### config.mk
export PLATFORM = sky130hd
export DESIGN_NAME = pftm_div
export DESIGN_NICKNAME = d
export VERILOG_FILES = /design/src/design/pftm_pkg.sv /design/src/design/pftm_div.sv
export SDC_FILE = /design/constraint.sdc
export NUM_CORES = 1
export LEC_CHECK = 0
export BUFFER_PORTS_ARGS = -buffer_cell sky130_fd_sc_hd__buf_2
export CAP_MARGIN = 20
export CORE_MARGIN = 5
export CORE_UTILIZATION = 50
export CTS_CLUSTER_DIAMETER = 100
export DETAILED_ROUTE_END_ITERATION = 10
export GPL_ROUTABILITY_DRIVEN = 0
export PLACE_DENSITY_LB_ADDON = 0.12
export SLEW_MARGIN = 20
export SYNTH_ARGS = -nofsm -noshare
export SYNTH_HDL_FRONTEND = slang
export SYNTH_SLANG_ARGS = --single-unit
### constraint.sdc
create_clock -name clk -period 4.35 [get_ports clk]
set_clock_uncertainty 0.2 [all_clocks]
set_input_delay 0.87 -clock clk [delete_from_list [all_inputs] [get_ports clk]]
set_output_delay 0.87 -clock clk [all_outputs]
set_load 0.02 [all_outputs]
### src/design/pftm_pkg.sv
// Shared types and constants of the perspective floor texel mapper.
`timescale 1ns / 1ps

package pftm_pkg;

	localparam int ZW = 8;
	localparam int CFG_IW = 3;
	localparam int CFG_DW = 24;

	localparam logic [CFG_IW-1:0] REG_COS   = 3'd0;
	localparam logic [CFG_IW-1:0] REG_SIN   = 3'd1;
	localparam logic [CFG_IW-1:0] REG_CAMX  = 3'd2;
	localparam logic [CFG_IW-1:0] REG_CAMZ  = 3'd3;
	localparam logic [CFG_IW-1:0] REG_SCALE = 3'd4;
	localparam logic [CFG_IW-1:0] REG_MAPW  = 3'd5;
	localparam logic [CFG_IW-1:0] REG_MAPH  = 3'd6;

	localparam logic [15:0] COS_RST   = 16'd16384;
	localparam logic [15:0] SIN_RST   = 16'd0;
	localparam logic [23:0] CAM_RST   = 24'd0;
	localparam logic [15:0] SCALE_RST = 16'd256;
	localparam logic [10:0] MAP_RST   = 11'd1024;

	localparam logic [8:0] DEPTH_OFS = 9'd100;

	typedef struct packed {
		logic [7:0] pixel_x;
		logic [7:0] pixel_y;
	} pixel_t;

	typedef struct packed {
		logic [9:0] texel_x;
		logic [9:0] texel_y;
		logic       in_bounds;
	} texel_t;

endpackage

### src/design/pftm_div.sv
// Pipelined floor divider by a small row distance, two quotient bits per stage.
`timescale 1ns / 1ps

module pftm_div #(
	parameter int QW = 29
) (
	input  logic                     clk,
	input  logic                     en,
	input  logic [QW-1:0]            num,
	input  logic                     neg,
	input  logic [pftm_pkg::ZW-1:0]  den,
	output logic signed [QW:0]       quo
);
	import pftm_pkg::*;

	localparam int NST = (QW + 1) / 2;
	localparam int QWP = 2 * NST;

	logic [QWP-1:0] num_s [NST];
	logic [ZW-1:0]  rem_s [NST];
	logic [ZW-1:0]  den_s [NST];
	logic           neg_s [NST];
	logic [QW-1:0]  q_mag;

	function automatic logic [QWP+ZW-1:0] div_step(
		input logic [QWP-1:0] n,
		input logic [ZW-1:0]  r,
		input logic [ZW-1:0]  d
	);
		logic [ZW:0]   t;
		logic [ZW:0]   diff;
		logic          qb;
		logic [ZW-1:0] r_n;
		t = {r, n[QWP-1]};
		diff = t - {1'b0, d};
		qb = (t >= {1'b0, d});
		r_n = qb ? diff[ZW-1:0] : t[ZW-1:0];
		return {r_n, n[QWP-2:0], qb};
	endfunction

	for (genvar k = 0; k < NST; k++) begin : g_st
		logic [QWP-1:0]    n_in;
		logic [ZW-1:0]     r_in;
		logic [ZW-1:0]     d_in;
		logic              g_in;
		logic [QWP+ZW-1:0] st1;
		logic [QWP+ZW-1:0] st2;

		if (k == 0) begin : g_first
			assign n_in = QWP'(num);
			assign r_in = '0;
			assign d_in = den;
			assign g_in = neg;
		end else begin : g_next
			assign n_in = num_s[k-1];
			assign r_in = rem_s[k-1];
			assign d_in = den_s[k-1];
			assign g_in = neg_s[k-1];
		end

		always_comb begin
			st1 = div_step(n_in, r_in, d_in);
			st2 = div_step(st1[QWP-1:0], st1[QWP+ZW-1:QWP], d_in);
		end

		always_ff @(posedge clk) begin
			if (en) begin
				num_s[k] <= st2[QWP-1:0];
				rem_s[k] <= st2[QWP+ZW-1:QWP];
				den_s[k] <= d_in;
				neg_s[k] <= g_in;
			end
		end
	end

	// A negative dividend was divided in ones' complement, which turns the result into a floor.
	assign q_mag = num_s[NST-1][QW-1:0];
	assign quo = neg_s[NST-1] ? ~$signed({1'b0, q_mag}) : $signed({1'b0, q_mag});

endmodule

# Yosys cells after proc, flatten, opt, wreduce, memory -nomap -nowiden
# Memory sizes are Yosys's and may differ from the RTL's.
# Cells that the tools add are included.
[totals]
latchBits = 0
mem_bits_ro = 0
in_bits = 40
mem_count = 4
mem_bits_rw = 705
reg_bits = 0
out_inout_bits = 30
[classes]
add_sub_neg = 30
n_mux = 33
n_eq_ne = 0
mul = 0
bitwise_logic = 1
order_cmp = 30
div_mod_pow = 0
shifts = 0
n_reduce_logical = 0
[mem_list]
columns = ["name", "words", "width", "rd", "rd_ports_with_merged_regs", "wr", "line", "text"]
rows = [
  ["num_s", 15, 30, 15, 0, 15, "pftm_div.sv:19", "logic [QWP-1:0] num_s [NST];"],
  ["den_s", 15, 8, 14, 0, 15, "pftm_div.sv:21", "logic [ZW-1:0] den_s [NST];"],
  ["rem_s", 15, 8, 14, 0, 15, "pftm_div.sv:20", "logic [ZW-1:0] rem_s [NST];"],
  ["neg_s", 15, 1, 15, 0, 15, "pftm_div.sv:22", "logic neg_s [NST];"],
]
[ops]
columns = ["operator", "n"]
rows = [
  [">= comparator 9 x 8 -> 1 bit", 29],
  ["2-to-1 mux 8 bit", 30],
  ["subtractor 8 bit", 29],
  ["2-to-1 mux 30 bit", 1],
  ["inverter 29 -> 30 bit", 1],
  [">= comparator 1 x 8 -> 1 bit, first input constant", 1],
  ["subtractor 1 x 8 -> 8 bit, first input constant", 1],
  ["2-to-1 mux 1 bit", 2],
]

# Logic depth before layout (Yosys ltp)
# Gate-level depths: netlist of run 1.
# An unclocked memory read counts as a cell.
[logic_depth]
word_depth = 5
mapped_depth = 19
mapped_depth_nobuf = 18

# Worst setup path after synthesis of run 1
# No wires, ideal clock.
[synth_path]
kind = "register to register"
startpoint = "memory den_s[11][1], in the netlist den_s[1][25]"
endpoint = "memory rem_s[12][1], in the netlist rem_s[1][33] (data pin)"
required_time_ns = 3.890
path_buffers = 2
synth_period_minus_slack_ns = 4.539
stages_incl_launch_ff = 18
setup_time_ns = 0.260
path_slack_ns = -0.189
arrival_ns = 4.079
path_cell_list = "edfxtp_1 -> inv_1 -> ha_1 -> nor2b_1 -> o31a_1 -> o31a_1 -> a2111oi_4 -> buf_2 -> mux2i_1 -> ha_1 -> nor2b_1 -> o21ai_0 -> a21boi_0 -> o21ai_0 -> a211oi_1 -> nand3b_1 -> buf_4 -> mux2_2"
[synth_rtl]
columns = ["item", "line"]
rows = [
  ["start, declared", "pftm_div.sv:21"],
  ["end, declared", "pftm_div.sv:20"],
]

==> results of run 1 <==
-- final timing paths --
kind | end | depth (start not counted) | from | slack, ns
worst max-delay path | rem_s[0][58] | 15 | rem_s[0][50] | 0.12
worst min-delay path | num_s[0][186] | 0 | num_s[0][154] | 0.20
worst max register to register | rem_s[0][58] | 15 | rem_s[0][50] | 0.12
worst min register to register | num_s[0][186] | 0 | num_s[0][154] | 0.20
-- critical path, stage by stage, from the launching register on --
cell      delay, ns
edfxtp_1       0.43
ha_1           0.34
a21oi_1        0.20
and2b_1        0.19
o211ai_1       0.17
a311oi_4       0.40
buf_4          0.19
mux2_4         0.31
ha_1           0.21
a21o_1         0.19
a21oi_2        0.16
o21ai_2        0.09
a221o_1        0.33
nand2_1        0.13
nand2_4        0.11
mux2_2         0.32
-- state kept, by name (all words and copies together) (netlist names) --
name and cells:
num_s 435, den_s 112, neg_s 15, rem_s 112
-- logic make-up after synthesis --
kind of cell | count (synthesis) | share of synthesized area, %
DFF | 674 | 61.30
AOI/OAI and AO/OA | 506 | 10.54
and+or+nand+nor | 434 | 6.457
buffers and inverters | 264 | 3.077
adders and majority gates | 261 | 10.53
xor gates and xnor gates | 141 | 3.740
muxes | 127 | 4.347
other | 1 | 0.01136
-- power groups by stage --
stage	logic [mW]	registers, mW	clock network [mW]
6_report	16.5	9.58	5.87
5_1_grt	18.3	9.69	6.39
4_1_cts	15.6	9.58	6.10
3_5_place_dp	15.3	9.70	0
3_3_place_gp	14.9	9.68	0
2_1_floorplan	11.5	9.47	0
-- cell usage after synthesis, types with 9 or more instances --
master    count
edfxtp_1    674
inv_1       236
ha_1        233
a21oi_1     136
nor2_1      118
o21ai_0     103
nand2_1     102
mux2_2       82
xnor2_1      77
xor2_1       64
o21a_1       46
nor2b_1      45
a21o_1       43
nand4_1      36
nor3_1       30
mux2i_1      29
fa_1         28
nand3_1      28
o21bai_1     23
o31ai_1      21
o31a_1       17
nand2b_1     16
a211oi_1     15
a31oi_1      12
clkbuf_1     12
o211ai_1     12
mux2_4       11
and2_1        9
or2_2         9
or3_1         9
-- layer usage --
layer / track usage (%) / vias to the layer above
met4: 5.842 / 0
li1: - / 9646
met5: 0 / -
met3: 2.673 / 128
met2: 27.13 / 331
met1: 22.09 / 9378
-- stage by stage --
step | TNS (ns) | hold slack (ns) | util, %
3_5_place_dp | -2.761 | 0.2045 | 54.15
5_1_grt | -0.4061 | 0.2143 | 58.86
4_1_cts | 0 | 0.1983 | 57.84
6_report | 0 | 0.2040 | 58.86
3_3_place_gp | -0.5283 | 0.2005 | 54.15
2_1_floorplan | 0 | 0.2003 | -
-- cell type report --
class,count,area [µm²],share of cell area (%)
Clock inverter,45,405.4,1.049
Clock buffer,84,1889,4.891
Sequential cell,674,20240,52.39
Tap cell,864,1081,2.798
Inverter,240,900.9,2.332
Multi-Input combinational cell,1472,12200,31.59
Timing Repair Buffer,259,1913,4.952
-- repair_timing --
action	4_1_cts	5_1_grt
endpoints found under the setup margin	54	104
setup buffers	9	38
hold endpoints to repair	0	0
gates resized for setup	14	103
pin swaps	5	37
==> results.json, run 1 <==
{
  "final.setup.worst_slack_ns": 0.1200,
  "setup_viol": 0,
  "die_x_um": 267.0,
  "wl_per_cell_um": 16.12,
  "dieHeight_um": 267.0,
  "dp.cells": 3462,
  "sw_frac_of_total_pct": 34.67,
  "yosysUniqueCellTypes": 82,
  "drt-initial-drc-count": 1289,
  "place_ws_ns": -0.1728,
  "dr.max_layer_used": "met4",
  "grt_pass1_wl_mm": 96.82,
  "area.growth.synth_to_final_pct": 17.00,
  "wl_met2_mm": 28.04,
  "nets": 3021,
  "power_leakage_nw": 15.19,
  "tritoncts": "yes",
  "insertion_delay_ns": 0.60,
  "clock_power_share_pct": 18.4,
  "vias": 19483,
  "status": "complete, no violations",
  "ys.flop_type": "edfxtp_1",
  "p_switching_mw": 11.09,
  "filler_cell_count": 5102,
  "grtUsageTotal_pct": 16.37,
  "finalHoldViolCount": 0,
  "dpl_cell_area_mm2": 0.03554,
  "avgViaCountPerCell": 5.355,
  "final_cell_mix": "674 x edfxtp_1, 228 x inv_1, 222 x ha_1, 177 x buf_4, 121 x a21oi_1",
  "grt.overflow.total": 0,
  "vdd_drop_max_v": 0.0003495,
  "path_class": "reg -> reg",
  "netlist.area_leader.share_pct": 61.30,
  "wl_met1_mm": 26.84,
  "synth_edf_count": 674,
  "coreArea_mm2": 0.06563,
  "io_pins": 70,
  "dieArea_mm2": 0.07128,
  "drc": 0,
  "cts_inserted_buffers": 73,
  "drv_slew": 0,
  "drtPass1Iterations": 6,
  "drive_gt1_share_pct": 20.66,
  "design_area_mm2": 0.03863,
  "intPower_mw": 20.90,
  "worst_hold_path_type": "reg -> reg",
  "path_max_fanout": 8,
  "drv_cap": 0,
  "fin_crit_ns": 4.230,
  "row_count": 94,
  "initial_core_util_pct": 50.31,
  "instances_no_fill": 3638,
  "yosys-top-cells-area": "edfxtp_1 61%, ha_1 8.8%, mux2_2 2.8%, inv_1 2.7%, a21oi_1 2.1%",
  "path_clk_slew_ns": 0.06,
  "seqPwrFrac_pct": 29.9,
  "cts.path.max_buffers": 3,
  "antenna_found_initial": 0,
  "required_ns": 4.49,
  "antenna_cells": 0,
  "synth_area_leader_cell": "edfxtp_1",
  "root_buffer": "clkbuf_16",
  "p_per_area_mw_per_mm2": 828.0,
  "cts_hold_buffers": 0,
  "hpwl_mm": 41.85,
  "synth-seq-area-share_pct": 61.30,
  "power_mw": 31.99,
  "portBuffers": 69,
  "netlist_instances": 2408,
  "met3_length_mm": 2.130,
  "synth_warnings": 0,
  "grt_pass1_vias": 19863,
  "combPwrFrac_pct": 51.7,
  "wl_mm": 58.65,
  "ys_ff_latch": 674,
  "ant_nets": 0,
  "fmax_ghz": 0.2364,
  "syn_avg_cell_area_um2": 13.71,
  "synthArstFlopShare_pct": 0,
  "end_kind": "flop",
  "layout_commonest_cell": "edfxtp_1",
  "grt_max_degree": 79,
  "clock_sinks": 674,
  "htreeDepth": 3,
  "start_kind": "flop",
  "relSlewSlack_pct": 50.40,
  "worst_pin_slew_ns": 0.7440,
  "cp.arrival_ns": 4.37,
  "final_min_period_over_clock_period_pct": 97.24,
  "syn_area_mm2": 0.03302
}
(Power assumes the default switching activity.)
==> inputs of run 2 (changes only) <==
--- a/config.mk
+++ b/config.mk
@@ -5,6 +5,7 @@
 export SDC_FILE = /design/constraint.sdc
 export NUM_CORES = 1
 export LEC_CHECK = 0
+export ABC_AREA = 1
 export BUFFER_PORTS_ARGS = -buffer_cell sky130_fd_sc_hd__buf_2
 export CAP_MARGIN = 20
 export CORE_MARGIN = 5
==> run 2 against run 1 <==
Compared with the run above: highest routed layer unchanged; synthesized cell count rose by 32%; die area grew 4.9%; sequential power increased by 1%; hold slack improved by 0.0063 ns; clock-buffer cell count decreased by 2; register-to-register slack better by 0.28 ns; non-clock buffer count decreased by 175; critical path depth increased by 4; worst setup slack gained 0.28 ns.
==> results.json, run 2 <==
{
  "grtUsageTotal_pct": 17.92,
  "nets": 3636,
  "area.growth.synth_to_final_pct": 11.49,
  "timing.rr.end": "rem_s[1][46]",
  "initial_core_util_pct": 50.50,
  "drv_slew": 0,
  "slowest_delay_ns": 0.49,
  "wl_mm": 66.50,
  "postCtsSetupRepairBufs": 0,
  "fin_tns_setup_ns": 0,
  "synth_area_leader_cell": "edfxtp_1",
  "row_count": 96,
  "startpoint": "den_s[1][34]",
  "fin_crit_ns": 3.946,
  "rsz0062_at_grt": "false",
  "netlist_top_cells_count": "883 x nand2_1, 674 x edfxtp_1, 376 x inv_1, 233 x ha_1, 232 x nand3_1",
  "coreArea_mm2": 0.06871,
  "worst_hold_path_type": "reg -> reg",
  "antenna_cells": 0,
  "synthXorXnorAreaFrac_pct": 3.837,
  "ys.flop_type": "edfxtp_1",
  "worst_pin_slew_ns": 0.8200,
  "dpl_cell_area_mm2": 0.03634,
  "synthArstFlopShare_pct": 0,
  "rr_worst_depth": 19,
  "cp_cell_sequence": "inv_1 -> ha_1 -> nand2_1 -> nor2_1 -> nand2_1 -> nor2_2 -> nor2_2 -> nand2_2 -> nand2_1 -> nand2_1 -> ha_1 -> a21oi_1 -> nand2_1 -> nand2_1 -> o211ai_1 -> nand2_1 -> nand3_4 -> nand2_1 -> nand2_1",
  "crit_slowest_cell": "edfxtp_1",
  "synth_edf_count": 674,
  "tritoncts": "yes",
  "met3_length_mm": 3.233,
  "layout_commonest_cell": "nand2_1",
  "dr.max_layer_used": "met4",
  "synth_adder_area_share_pct": 10.02,
  "vdd_drop_max_v": 0.0004381,
  "finalHoldViolCount": 0,
  "hold_ws_ns": 0.2103,
  "htreeDepth": 3,
  "final.setup.worst_slack_ns": 0.4044,
  "design_area_mm2": 0.03868,
  "antenna_found_initial": 1,
  "path_class": "reg -> reg",
  "vias": 22506,
  "synthMuxAreaShare_pct": 0,
  "path_clk_slew_ns": 0.06,
  "synth_warnings": 0,
  "hpwl_mm": 48.74,
  "netlist.area_leader.share_pct": 58.33,
  "start_kind": "flop",
  "grt_pass1_vias": 22385,
  "clock_sinks": 674,
  "netlist_instances": 3185,
  "reg_top3": "num_s: 435 flops, den_s: 112 flops, rem_s: 112 flops",
  "yosys-top-cells-area": "edfxtp_1 58%, nand2_1 9.6%, ha_1 8.4%, inv_1 4.1%, nand3_1 3.3%",
  "drc": 0,
  "cp_common_cell": "nand2_1",
  "cts.path.max_buffers": 3,
  "combPwrFrac_pct": 50.6,
  "die_x_um": 273.4,
  "relSlewSlack_pct": 45.33,
  "wl_met2_mm": 30.53,
  "io_pins": 70,
  "place_ws_ns": 0.4044,
  "grt.overflow.total": 0,
  "top_register": "num_s",
  "insertion_delay_ns": 0.60,
  "dieArea_mm2": 0.07476,
  "setup_viol": 0,
  "required_ns": 4.48,
  "avgViaCountPerCell": 5.209,
  "status": "complete, no violations",
  "grt_max_degree": 154,
  "dieHeight_um": 273.4,
  "cts_inserted_buffers": 72,
  "power_leakage_nw": 16.85,
  "final_min_period_over_clock_period_pct": 90.70,
  "cts_hold_buffers": 0,
  "drv_cap": 0,
  "drt-initial-drc-count": 1696,
  "cp.arrival_ns": 4.07,
  "final_cell_mix": "882 x nand2_1, 674 x edfxtp_1, 376 x inv_1, 233 x ha_1, 232 x nand3_1",
  "ant_nets": 0,
  "drive_gt1_share_pct": 9.115,
  "synthSimpleGateAreaFrac_pct": 20.06,
  "r2r-start": "den_s[1][34]",
  "syn_area_mm2": 0.03470,
  "synth_top_family_by_area": "simple AND/OR/NAND/NOR gates",
  "fmax_ghz": 0.2534,
  "sw_frac_of_total_pct": 41.82,
  "path_max_fanout": 11,
  "clock_power_share_pct": 18.9,
  "grt_pass1_wl_mm": 111.2,
  "r2r_setup_slack_ns": 0.40,
  "synth_compound_area_share_pct": 3.206,
  "intPower_mw": 18.54,
  "wl_per_cell_um": 15.39,
  "ys_ff_latch": 674,
  "root_buffer": "clkbuf_16",
  "yosysMostFrequentCell": "nand2_1",
  "p_switching_mw": 13.33,
  "largest_reg_flops": 435,
  "seqPwrFrac_pct": 30.5,
  "p_per_area_mw_per_mm2": 823.8,
  "end_kind": "flop",
  "cp-endpoint": "rem_s[1][46]",
  "portBuffers": 69,
  "synth-seq-area-share_pct": 58.33,
  "drtPass1Iterations": 6,
  "wl_met1_mm": 30.85,
  "syn_avg_cell_area_um2": 10.89,
  "yosysUniqueCellTypes": 47
}
==> run 2: power by group through the flow <==
stage / sequential (mW) / combinational (mW) / clock (mW)
after global placement: 9.84 / 15.4 / 0
after detailed placement: 9.84 / 15.8 / 0
final: 9.72 / 16.1 / 6.03
after global routing: 9.82 / 18.3 / 6.51
after CTS: 9.73 / 15.9 / 6.24
after floorplan: 9.53 / 12.7 / 0
==> run 2: how the worst min path moves through the flow <==
stage	start	end	slack, ns	cells past startpoint
after global routing	num[24]	num_s[0][26]	0.21	1
final	num_s[1][130]	num_s[1][162]	0.21	0
after global placement	num_s[0][215]	num_s[1][7]	0.20	0
after floorplan	neg_s[9]	neg_s[10]	0.20	0
after CTS	num[23]	num_s[0][25]	0.19	1
after detailed placement	neg_s[1]	neg_s[2]	0.20	0
==> run 2: per-stage QoR <==
step | power, mW | cells | utilization, %
after floorplan | 22.20 | 3187 | -
after global placement | 25.21 | 4192 | 52.90
after detailed placement | 25.63 | 4192 | 52.90
after CTS | 31.89 | 4321 | 56.30
after global routing | 34.59 | 4321 | 56.30
final | 31.87 | 4321 | 56.30
==> run 2: final cells by class <==
cell class | instances | area (µm²)
inverters | 396 | 1494
multi-input cells | 2107 | 12890
fillers | 5775 | 30020
repair buffers | 84 | 555.5
clock buffers | 82 | 1861
well taps | 931 | 1165
flip-flops and latches | 674 | 20240
clock inverters | 47 | 475.5
==> run 2: per-layer routing <==
| layer | global-route usage [%] | vias to the layer above |
|---|---|---|
| li1 | - | 11256 |
| met1 | 24.96 | 10509 |
| met2 | 29.08 | 600 |
| met3 | 2.507 | 141 |
| met4 | 6.279 | 0 |
| met5 | 0 | - |
==> run 2: timing repair <==
| item | CTS | global route |
|---|---|---|
| gates resized for setup | 0 | 1 |
| setup endpoints to repair | 0 | 7 |
| endpoints found under the hold margin | 0 | 0 |
==> run 2: logic make-up (layout without fill, tap and decap cells) <==
kind of cell / count (synthesis) / after routing
xor+xnor: 152 / 152
fa+ha+maj: 261 / 261
buf+inv: 406 / 609
compound gates: 196 / 196
flops: 674 / 674
simple gates: 1495 / 1495
other cells: 1 / 3
==> run 2: worst max-delay path, delay by kind of cell, from the launching register on <==
kind                       cells  cell delay (ns)
and+or+nand+nor               14             1.87
adders and majority gates      2             0.68
DFF                            1             0.49
AOI/OAI and AO/OA              2             0.30
buffers and inverters          1             0.16
